==> config.mk <==
export PLATFORM = sky130hd
export DESIGN_NAME = sync_checksum_packet_deframer
export DESIGN_NICKNAME = d
export VERILOG_FILES = /design/src/design/scpd_pkg.sv /design/src/design/scpd_datapath.sv /design/src/design/scpd_ctrl.sv /design/src/design/sync_checksum_packet_deframer.sv
export SDC_FILE = /design/constraint.sdc
export NUM_CORES = 1
export LEC_CHECK = 0
export BUFFER_PORTS_ARGS = -buffer_cell sky130_fd_sc_hd__buf_2
export CAP_MARGIN = 5
export CORE_MARGIN = 5
export CORE_UTILIZATION = 66
export CTS_CLUSTER_DIAMETER = 200
export DETAILED_ROUTE_END_ITERATION = 12
export PLACE_DENSITY = 0.95
export SYNTH_ARGS = -nofsm -noshare
export SYNTH_HDL_FRONTEND = slang
export SYNTH_SLANG_ARGS = --single-unit
==> constraint.sdc <==
create_clock -name clock -period 8 [get_ports clock]
set_input_delay 1.6 -clock clock [delete_from_list [all_inputs] [get_ports clock]]
set_output_delay 1.6 -clock clock [all_outputs]
set_load 0.005 [all_outputs]
==> src/design/scpd_pkg.sv <==
// Package for the sync checksum packet deframer.
// Holds shared constants, result kind codes and the controller/datapath interface structs.
// No dependencies.
package scpd_pkg;

   localparam int          PAYLOAD_BYTES_DEFAULT = 1;
   localparam int          PAYLOAD_OFFSET        = 4;
   localparam int          TRAILER_BYTES         = 2;
   localparam logic [7:0]  SYNC_RESET            = 8'hAA;

   localparam logic KIND_PAYLOAD = 1'b0;
   localparam logic KIND_REJECT  = 1'b1;

   typedef struct packed {
      logic wr_en;
      logic rd_en;
      logic scan;
      logic scan_clr;
      logic idx_load_zero;
      logic idx_load_pay;
      logic idx_inc;
      logic rsp_load_pay;
      logic rsp_load_rej;
      logic clear_window;
      logic realign;
   } cmd_type;

   typedef struct packed {
      logic window_last;
      logic idx_last;
      logic idx_pay_last;
      logic good;
   } sts_type;

endpackage

==> src/design/scpd_datapath.sv <==
// Datapath of the packet deframer: circular window memory, checksum scan, realignment.
// Driven by scpd_ctrl through cmd_type; depends on scpd_pkg.
module scpd_datapath
   import scpd_pkg::*;
#(
   parameter int PAYLOAD_BYTES = PAYLOAD_BYTES_DEFAULT
) (
   input  logic       clock,
   input  logic       reset,
   input  cmd_type    cmd,
   output sts_type    sts,
   input  logic [7:0] req_stream_byte,
   input  logic       csr_we,
   input  logic [7:0] csr_wdata,
   output logic       rsp_kind,
   output logic [7:0] rsp_payload_byte,
   output logic       rsp_last
);

   localparam int PacketLen = PAYLOAD_OFFSET + PAYLOAD_BYTES + TRAILER_BYTES;
   localparam int AddrW     = $clog2(PacketLen);

   localparam logic [AddrW:0]   LenExt     = (AddrW + 1)'(PacketLen);
   localparam logic [AddrW-1:0] LastIdx    = AddrW'(PacketLen - 1);
   localparam logic [AddrW-1:0] TrlHiIdx   = AddrW'(PacketLen - TRAILER_BYTES);
   localparam logic [AddrW-1:0] PayLastIdx = AddrW'(PacketLen - TRAILER_BYTES - 1);
   localparam logic [AddrW-1:0] PayIdx     = AddrW'(PAYLOAD_OFFSET);

   function automatic logic [AddrW-1:0] wrap_addr(input logic [AddrW:0] s);
      logic [AddrW:0] r;
      r = (s >= LenExt) ? (s - LenExt) : s;
      return r[AddrW-1:0];
   endfunction

   logic [7:0]       win_mem [PacketLen];
   logic [7:0]       mem_q_ff;
   logic [7:0]       sync_ff;
   logic [AddrW-1:0] base_ff;
   logic [AddrW-1:0] fill_ff;
   logic [AddrW-1:0] idx_ff;
   logic             rd_valid_ff;
   logic [AddrW-1:0] rd_idx_ff;
   logic [15:0]      sum_ff;
   logic [7:0]       trl_hi_ff;
   logic [7:0]       trl_lo_ff;
   logic             sync_ok_ff;
   logic             found_ff;
   logic [AddrW-1:0] found_idx_ff;
   logic             kind_ff;
   logic [7:0]       byte_ff;
   logic             last_ff;

   logic [AddrW-1:0] wr_addr;
   logic [AddrW-1:0] rd_addr;
   logic [AddrW:0]   fill_after_realign;

   assign wr_addr = wrap_addr({1'b0, base_ff} + {1'b0, fill_ff});
   assign rd_addr = wrap_addr({1'b0, base_ff} + {1'b0, idx_ff});
   assign fill_after_realign = LenExt - {1'b0, found_idx_ff};

   always_ff @(posedge clock) begin
      if (cmd.wr_en) begin
         win_mem[wr_addr] <= req_stream_byte;
      end
      if (cmd.rd_en) begin
         mem_q_ff <= win_mem[rd_addr];
      end
   end

   always_ff @(posedge clock) begin
      if (reset) begin
         sync_ff <= SYNC_RESET;
      end else if (csr_we) begin
         sync_ff <= csr_wdata;
      end
   end

   always_ff @(posedge clock) begin
      if (reset) begin
         base_ff <= '0;
         fill_ff <= '0;
      end else if (cmd.clear_window) begin
         base_ff <= '0;
         fill_ff <= '0;
      end else if (cmd.realign) begin
         if (found_ff) begin
            base_ff <= wrap_addr({1'b0, base_ff} + {1'b0, found_idx_ff});
            fill_ff <= fill_after_realign[AddrW-1:0];
         end else begin
            base_ff <= '0;
            fill_ff <= '0;
         end
      end else if (cmd.wr_en && (fill_ff != LastIdx)) begin
         fill_ff <= fill_ff + 1'b1;
      end
   end

   always_ff @(posedge clock) begin
      if (reset) begin
         idx_ff <= '0;
      end else begin
         priority if (cmd.idx_load_zero) begin
            idx_ff <= '0;
         end else if (cmd.idx_load_pay) begin
            idx_ff <= PayIdx;
         end else if (cmd.idx_inc) begin
            idx_ff <= idx_ff + 1'b1;
         end else begin
            idx_ff <= idx_ff;
         end
      end
   end

   always_ff @(posedge clock) begin
      if (reset) begin
         rd_valid_ff <= 1'b0;
      end else begin
         rd_valid_ff <= cmd.rd_en && cmd.scan;
      end
   end

   always_ff @(posedge clock) begin
      rd_idx_ff <= idx_ff;
      if (cmd.scan_clr) begin
         sum_ff   <= '0;
         found_ff <= 1'b0;
      end else if (rd_valid_ff) begin
         priority if (rd_idx_ff == '0) begin
            sync_ok_ff <= (mem_q_ff == sync_ff);
            sum_ff     <= {8'd0, mem_q_ff};
         end else if (rd_idx_ff < TrlHiIdx) begin
            sum_ff <= sum_ff + {8'd0, mem_q_ff};
         end else if (rd_idx_ff == TrlHiIdx) begin
            trl_hi_ff <= mem_q_ff;
         end else begin
            trl_lo_ff <= mem_q_ff;
         end
         if ((rd_idx_ff != '0) && (mem_q_ff == sync_ff) && !found_ff) begin
            found_ff     <= 1'b1;
            found_idx_ff <= rd_idx_ff;
         end
      end
   end

   always_ff @(posedge clock) begin
      if (cmd.rsp_load_pay) begin
         kind_ff <= KIND_PAYLOAD;
         byte_ff <= mem_q_ff;
         last_ff <= (idx_ff == PayLastIdx);
      end else if (cmd.rsp_load_rej) begin
         kind_ff <= KIND_REJECT;
         byte_ff <= 8'd0;
         last_ff <= 1'b1;
      end
   end

   assign sts.window_last  = (fill_ff == LastIdx);
   assign sts.idx_last     = (idx_ff == LastIdx);
   assign sts.idx_pay_last = (idx_ff == PayLastIdx);
   assign sts.good         = sync_ok_ff && (sum_ff == {trl_hi_ff, trl_lo_ff});

   assign rsp_kind         = kind_ff;
   assign rsp_payload_byte = byte_ff;
   assign rsp_last         = last_ff;

endmodule

==> src/design/scpd_ctrl.sv <==
// Controller state machine of the packet deframer.
// Sequences fill, checksum scan, payload output and realignment; depends on scpd_pkg.
module scpd_ctrl
   import scpd_pkg::*;
(
   input  logic    clock,
   input  logic    reset,
   input  logic    req_valid,
   output logic    req_stall,
   output logic    rsp_valid,
   input  logic    rsp_stall,
   input  sts_type sts,
   output cmd_type cmd
);

   typedef enum logic [2:0] {
      S_IDLE,
      S_SCAN,
      S_SCAN_END,
      S_DECIDE,
      S_PAY_RD,
      S_PAY_LOAD,
      S_PAY_SEND,
      S_REJ_SEND
   } state_type;

   state_type state_ff;
   logic      rsp_valid_ff;

   always_comb begin
      cmd = '0;
      unique case (state_ff)
         S_IDLE: begin
            if (req_valid) begin
               cmd.wr_en = 1'b1;
               if (sts.window_last) begin
                  cmd.idx_load_zero = 1'b1;
                  cmd.scan_clr      = 1'b1;
               end
            end
         end
         S_SCAN: begin
            cmd.rd_en = 1'b1;
            cmd.scan  = 1'b1;
            if (!sts.idx_last) begin
               cmd.idx_inc = 1'b1;
            end
         end
         S_SCAN_END: begin
         end
         S_DECIDE: begin
            if (sts.good) begin
               cmd.idx_load_pay = 1'b1;
            end else begin
               cmd.rsp_load_rej = 1'b1;
            end
         end
         S_PAY_RD: begin
            cmd.rd_en = 1'b1;
         end
         S_PAY_LOAD: begin
            cmd.rsp_load_pay = 1'b1;
         end
         S_PAY_SEND: begin
            if (!rsp_stall) begin
               if (sts.idx_pay_last) begin
                  cmd.clear_window = 1'b1;
               end else begin
                  cmd.idx_inc = 1'b1;
               end
            end
         end
         S_REJ_SEND: begin
            if (!rsp_stall) begin
               cmd.realign = 1'b1;
            end
         end
      endcase
   end

   always_ff @(posedge clock) begin
      if (reset) begin
         state_ff     <= S_IDLE;
         rsp_valid_ff <= 1'b0;
      end else begin
         unique case (state_ff)
            S_IDLE: begin
               if (req_valid && sts.window_last) begin
                  state_ff <= S_SCAN;
               end
            end
            S_SCAN: begin
               if (sts.idx_last) begin
                  state_ff <= S_SCAN_END;
               end
            end
            S_SCAN_END: begin
               state_ff <= S_DECIDE;
            end
            S_DECIDE: begin
               if (sts.good) begin
                  state_ff <= S_PAY_RD;
               end else begin
                  rsp_valid_ff <= 1'b1;
                  state_ff     <= S_REJ_SEND;
               end
            end
            S_PAY_RD: begin
               state_ff <= S_PAY_LOAD;
            end
            S_PAY_LOAD: begin
               rsp_valid_ff <= 1'b1;
               state_ff     <= S_PAY_SEND;
            end
            S_PAY_SEND: begin
               if (!rsp_stall) begin
                  rsp_valid_ff <= 1'b0;
                  state_ff     <= sts.idx_pay_last ? S_IDLE : S_PAY_RD;
               end
            end
            S_REJ_SEND: begin
               if (!rsp_stall) begin
                  rsp_valid_ff <= 1'b0;
                  state_ff     <= S_IDLE;
               end
            end
         endcase
      end
   end

   assign req_stall = (state_ff != S_IDLE);
   assign rsp_valid = rsp_valid_ff;

endmodule

==> src/design/sync_checksum_packet_deframer.sv <==
// Top level of the sync checksum packet deframer.
// Joins scpd_ctrl and scpd_datapath; depends on scpd_pkg.
//
// A byte that does not complete the packet window is written into the window memory, and
// the block is ready for the next byte in the following cycle. The byte that completes a
// window of PAYLOAD_BYTES + 6 bytes starts a check that reads the window memory one byte
// per cycle; after the scan end and decide states a reject result is shown, or the first
// payload byte of a good packet after the payload read and load states. A good packet then
// gives its payload bytes one at a time, each through the read, load and send steps on the
// single read port of the window memory, and a bad packet gives one reject result; each
// result also waits for as long as rsp_stall stays high, and no new byte is taken until the
// block is idle again. After a reject the window realigns to the next sync byte without
// moving any data. The sync byte register may be written only while no packet is in check.
module sync_checksum_packet_deframer
   import scpd_pkg::*;
#(
   parameter int PAYLOAD_BYTES = PAYLOAD_BYTES_DEFAULT
) (
   input  logic       clock,
   input  logic       reset,
   input  logic       req_valid,
   output logic       req_stall,
   input  logic [7:0] req_stream_byte,
   output logic       rsp_valid,
   input  logic       rsp_stall,
   output logic       rsp_kind,
   output logic [7:0] rsp_payload_byte,
   output logic       rsp_last,
   input  logic       csr_valid,
   output logic       csr_ready,
   input  logic [7:0] csr_wdata
);

   cmd_type cmd;
   sts_type sts;

   assign csr_ready = 1'b1;

   scpd_ctrl u_ctrl (
      .clock     (clock),
      .reset     (reset),
      .req_valid (req_valid),
      .req_stall (req_stall),
      .rsp_valid (rsp_valid),
      .rsp_stall (rsp_stall),
      .sts       (sts),
      .cmd       (cmd)
   );

   scpd_datapath #(
      .PAYLOAD_BYTES (PAYLOAD_BYTES)
   ) u_datapath (
      .clock            (clock),
      .reset            (reset),
      .cmd              (cmd),
      .sts              (sts),
      .req_stream_byte  (req_stream_byte),
      .csr_we           (csr_valid && csr_ready),
      .csr_wdata        (csr_wdata),
      .rsp_kind         (rsp_kind),
      .rsp_payload_byte (rsp_payload_byte),
      .rsp_last         (rsp_last)
   );

endmodule

# Word level (Yosys, flattened, before mapping)
# Memory sizes are Yosys's and may differ from the RTL's. A register that Yosys moved wholly into a read port is not among the register bits.
# Cells that the tools add are included.
op_classes:
  n_bitwise: 4
  muxes: 48
  n_lt_le_gt_ge: 4
  eq_ne: 20
  addsub: 10
  n_reduce_logical: 29
op_table:
  columns: ["operator", "n"]
  rows:
  - ["$mux 3", 14]
  - ["$mux 16", 2]
  - ["$eq 3x3->1 const B", 8]
  - ["$pmux 3 s8", 1]
  - ["$mux 1", 23]
  - ["$add 16x8->16", 1]
  - ["$eq 16x16->1", 1]
  - ["$mux 8", 2]
  - ["$add 3x3->4", 3]
  - ["$ge 4x3->1 const B", 3]
  - ["$reduce_and 5->1", 2]
  - ["$reduce_and 3->1", 3]
  - ["$reduce_bool 3->1", 3]
  - ["$sub 3x3->3 const B", 3]
  - ["$eq 8x8->1", 1]
  - ["$mux 2", 4]
  - ["$ne 2x2->1 const B", 4]
  - ["$reduce_bool 2->1", 4]
  - ["$reduce_or 2->1", 4]
  - ["$add 3x1->3 const B", 2]
  - ["$eq 3x2->1 const B", 2]
  - ["$logic_and 1x1->1", 6]
  - ["$logic_not 3->1", 2]
  - ["$ne 2x1->1 const B", 2]
  - ["11 further kinds", 15]
totals:
  ramBits: 56
  out_inout_bits: 13
  mem_count: 1
  ff_bits: 72
  inputBits: 21
memory_table:
  columns: ["name", "depth", "width", "read_ports", "rd_ports_with_merged_regs", "write_ports", "line_no", "source"]
  rows:
  - ["u_datapath.win_mem", 7, 8, 1, 1, 1, "scpd_datapath.sv:35", "logic [7:0] win_mem [PacketLen];"]

# Longest topological paths before layout
depth:
  depth_word: 6
  mapped_depth: 11

# Hierarchy
# From an unflattened synthesis, not the netlist that was laid out.
unflattened:
  cells_unflattened: 549
  area_unflattened_um2: 6462.4
by_module_without_submodules:
  columns: ["module", "area_per_inst_um2", "n_inst", "seq_area_each_um2", "cells_each"]
  rows:
  - ["scpd_datapath", 6105.9, 1, 3573.4, 498]
  - ["scpd_ctrl", 345.3, 1, 80.1, 49]
  - ["sync_checksum_packet_deframer", 11.3, 1, 0.0, 2]

# Worst setup path after synthesis
# No wires, ideal clock.
synth_path:
  path_type: "input to register"
  from: "in req_valid"
  to: "reg u_datapath.trl_hi_ff[0] (enable)"
  slack_ns: 4.912
  cell_stages: 4
  t_arrival_ns: 2.702
  t_required_ns: 7.615
  cell_sequence: "and2_1 nand3_1 nand3_1 nor3b_1"
synth_between:
  elab_chain_len: 4
synth_rtl:
  columns: ["element", "line_no", "source"]
  rows:
  - ["from (decl)", "sync_checksum_packet_deframer.sv:21", "input logic req_valid,"]
  - ["$mux 2", "scpd_ctrl.sv:34", "if (req_valid) begin"]
  - ["$mux 2", "scpd_ctrl.sv:32", "unique case (state_ff)"]
  - ["$not 1->1 (no source line)", null, null]
  - ["$reduce_and 5->1 (no source line)", null, null]
  - ["to (signal assigned)", "scpd_datapath.sv:134", "trl_hi_ff <= mem_q_ff;"]
  - ["to (decl)", "scpd_datapath.sv:44", "logic [7:0] trl_hi_ff;"]
# No other way between the ends.
# A chain may end at the register's enable or synchronous reset.

# Worst setup path after layout
layout_path:
  from: "reg u_datapath.idx_ff[0]"
  to: "reg u_datapath.mem_q_ff[5], read port of u_datapath.win_mem, data pin"
layout_between:
  elab_chain_len: 3
  word_cells_on_any_way: 4
  cone_classes: "add/sub (2); order compare (1); mux (1)"
layout_rtl:
  columns: ["element", "line_no", "source"]
  rows:
  - ["from (decl)", "scpd_datapath.sv:40", "logic [AddrW-1:0] idx_ff;"]
  - ["from (signal assigned)", "scpd_datapath.sv:105", "idx_ff <= PayIdx;"]
  - ["from (signal assigned)", "scpd_datapath.sv:107", "idx_ff <= idx_ff + 1'b1;"]
  - ["from (signal assigned)", "scpd_datapath.sv:109", "idx_ff <= idx_ff;"]
  - ["$add 3x3->4 *", "scpd_datapath.sv:58", "assign rd_addr = wrap_addr({1'b0, base_ff} + {1'b0, idx_ff});"]
  - ["$ge 4x3->1 / $sub 3x3->3 (equally long branches)", "scpd_datapath.sv:31", "r = (s >= LenExt) ? (s - LenExt) : s;"]
  - ["$mux 3 *", "scpd_datapath.sv:31", null]
  - ["to (decl)", "scpd_datapath.sv:36", "logic [7:0] mem_q_ff;"]
# Every way passes the cells marked *; elsewhere a longest branch is shown, timed or not.

==> impl_metrics.tcl <==
set metrics [dict create \
    status "finished, final reports clean" \
    cpPeakStageDelay_ns 0.56 \
    start_kind "flop" \
    cts_tree "yes" \
    period_share_pct 43.0 \
    hpwl_um 10100 \
    core_area_um2 9730 \
    timing.slew.headroom_pct 25.6 \
    clock-sinks 136 \
    htreeDepth 4 \
    busiest_layer "met2" \
    drcViolationCount 0 \
    initial_utilization_pct 67.7 \
    num_rows 36 \
    finalSetupViolCount 0 \
    die_h_um 110 \
    reg2reg_depth 10 \
    drive_above_1_share_pct 12.0 \
    critPathMaxFanout 25 \
    r2r_start "u_datapath.idx_ff[0]" \
    portBuffers 32 \
    clkLatencyLatePin_ns 0.53 \
    worstPathArrival_ns 3.72 \
    fillers 593 \
    synthTopCellsByArea "edfxtp_1 42%, dfxtp_1 13%, ha_1 4.8%, mux2i_1 4.4%, xnor2_1 4.4%" \
    dieArea_um2 12100 \
    post_cts_buffers 0 \
    grtUsageMet3_pct 7.05 \
    critPathCaptureType "flop" \
    wirelength_um 14600 \
    setup_tns_ns 0 \
    numCtsBuffers 17 \
    slowest_stage "mux2_2" \
    synthesis.yosys.warnings 0 \
    overflow 0 \
    clockBufferDepth 2 \
    grt_max_degree 26 \
    finalHoldViolations 0 \
    dr.pass1.iters 6 \
    setup.worst_path.start "u_datapath.idx_ff[0]" \
    worstHoldPathCells 0 \
    ant_nets 0 \
    dieWidth_um 110 \
    clock.fmax_mhz 291 \
    p_leak_nw 2.78 \
    synth_nets 622 \
    maxSlewViolCount 0 \
    syn_inst 572 \
    use_met2_pct 44.2 \
    fin_skew_ns 0.0126 \
    synth_top_area_share_pct 42.4 \
    holdBufCountCts 0 \
    synth-main-ff-cell "edfxtp_1" \
    grt_antenna_before_repair 0 \
    powerDensity_nw_per_um2 288 \
    whs_ns 0.413 \
    ir_worst_vdd_v 0.000212 \
    via_per_inst 6.18 \
    setup.worst_path.class "flop to flop" \
    grt.total_usage_pct 26.1 \
    ys_ff_latch 136 \
    wl_per_cell_um 19.5 \
    grt_first_pass_wirelength_um 23300 \
    place_congestion 0.948 \
    synth_area_leader_cell "edfxtp_1" \
    cts_root_buf "clkbuf_8" \
    syn_area_um2 6580 \
    min_from "u_datapath.idx_ff[0]" \
    period_minus_slack_ns 3.44 \
    ios 34 \
    areaGrowthSynthToFinish_pct 12.3 \
    hold_class "flop to flop" \
    nNetsFinal 654 \
    seq_area_frac_synth_pct 55.5 \
    rsz0062_at_grt "false" \
    synth-edff-count 93 \
    drt_iter0_drc 535 \
    grt_pass1_vias 4562 \
    grtUsageMet1_pct 31.3 \
    async_flop_share_pct 0 \
    drv_cap 0 \
    post_cts_resize_count 0 \
    path_cells "ha_1 > inv_1 > fa_1 > inv_1 > ha_1 > a221oi_4 > mux2_2 > nor2_1 > nand2_1 > and3_1" \
    num_vias 4632 \
    syn_area_per_cell_um2 11.5 \
    cts.clk_slew.worst_paths_ns 0.06 \
    worst_pin_slew_ns 1.12 \
    diodes 0 \
    worst_ep_required_time_ns 8.29 \
    synthDistinctLibCells 56 \
]
## cells in the final DEF, fill, tap and decap left out, drive strengths merged, types with 14 or more instances in the layout
cell type and n:
edfxtp 93, nand2 54, nor2 54, dfxtp 43
xnor2 35, buf 33, inv 31, mux2i 29
a21oi 27, ha 25, clkbuf 18, xor2 14
## worst max-delay path: cells and delay by family (launching register included)
kind,cells,cell delay [ns]
simple gates,3,0.77
buf+inv,2,0.12
flops,1,0.40
compound gates,1,0.39
mux,1,0.56
fa+ha+maj,3,0.97
## path summary, 6_finish.rpt
| check | end | slack, ns |
|---|---|---|
| setup / recovery | u_datapath.mem_q_ff[5] | 4.56 |
| hold / removal | u_datapath.rd_idx_ff[0] | 0.41 |
| setup reg to reg | u_datapath.mem_q_ff[5] | 4.56 |
| hold reg to reg | u_datapath.rd_idx_ff[0] | 0.41 |
## synth_stat cells, drive strengths merged (2+ instances only)
cell type,instances
a211oi,5
a21boi,2
a21o,6
a21oi,27
a22oi,2
a31oi,5
a32oi,2
and2,11
and3,12
buf,7
clkbuf,13
dfxtp,43
edfxtp,93
fa,4
ha,25
inv,23
mux2,2
mux2i,29
nand2,54
nand2b,3
nand3,13
nand4,6
nor2,54
nor2b,5
nor3,8
nor3b,2
nor4,4
o2111ai,4
o211a,2
o211ai,11
o21ai,13
o21bai,2
o221ai,8
o311ai,8
or3,3
xnor2,35
xor2,14
## power by group
| part | internal [mW] | total (mW) | switching [mW] | leakage, nW |
|---|---|---|---|---|
| sequential | 0.819 | 0.886 | 0.0668 | 1.22 |
| combinational | 0.199 | 0.472 | 0.273 | 1.28 |
| clock | 0.452 | 0.768 | 0.317 | 0.276 |
## sequential cells by signal, summed over array words and instances (netlist names), 3 cells and up
signal	flops
u_datapath.found_idx_ff	3
u_datapath.trl_lo_ff	8
u_datapath.sync_ff	8
u_datapath.mem_q_ff	8
u_datapath.rd_idx_ff	3
u_ctrl.state_ff	3
u_datapath.rsp_payload_byte	8
u_datapath.idx_ff	3
u_datapath.fill_ff	3
u_datapath.base_ff	3
u_datapath.win_mem	56
u_datapath.sum_ff	16
u_datapath.trl_hi_ff	8
## metrics by stage
step                utilization (%)  instance area, µm²  std cells  total power [mW]  setup slack [ns]
finish                         76.0                7390        750              2.13              4.56
global route                   76.0                7390        750              2.22              4.36
CTS                            76.0                7390        750              2.13              4.63
detailed placement             70.0                6810        718              1.35              4.53
global placement               70.0                6810        718              1.32              4.63
floorplan                         -                6580        572              1.24              4.91
## layout make-up
cell class / count / area [µm²] / area share (%)
clock buffer: 18 / 418 / 5.65
tap: 133 / 166 / 2.25
sequential: 136 / 3650 / 49.4
clock inverter: 14 / 160 / 2.17
timing repair buffer: 33 / 168 / 2.27
multi-input combinational: 393 / 2740 / 37.1
inverter: 23 / 86.3 / 1.17
## kinds of logic (layout without fill, tap and decap cells)
kind of cell    count (synthesis)  after routing  share of synthesized area, %
flops                         136            136                          55.5
xor+xnor                       49             49                          6.92
simple gates                  179            179                          12.6
fa+ha+maj                      29             29                          5.97
mux                            31             31                          4.75
buf+inv                        43             88                          2.89
compound gates                104            104                          11.3
other cells                     1              1                        0.0570
## per-layer routing
layer / up-vias / wire length, µm
li1: 2156 / -
met1: 2220 / 5710
met2: 214 / 7460
met3: 42 / 1060
met4: 0 / 397
met5: - / 0
(Power assumes the default switching activity.)
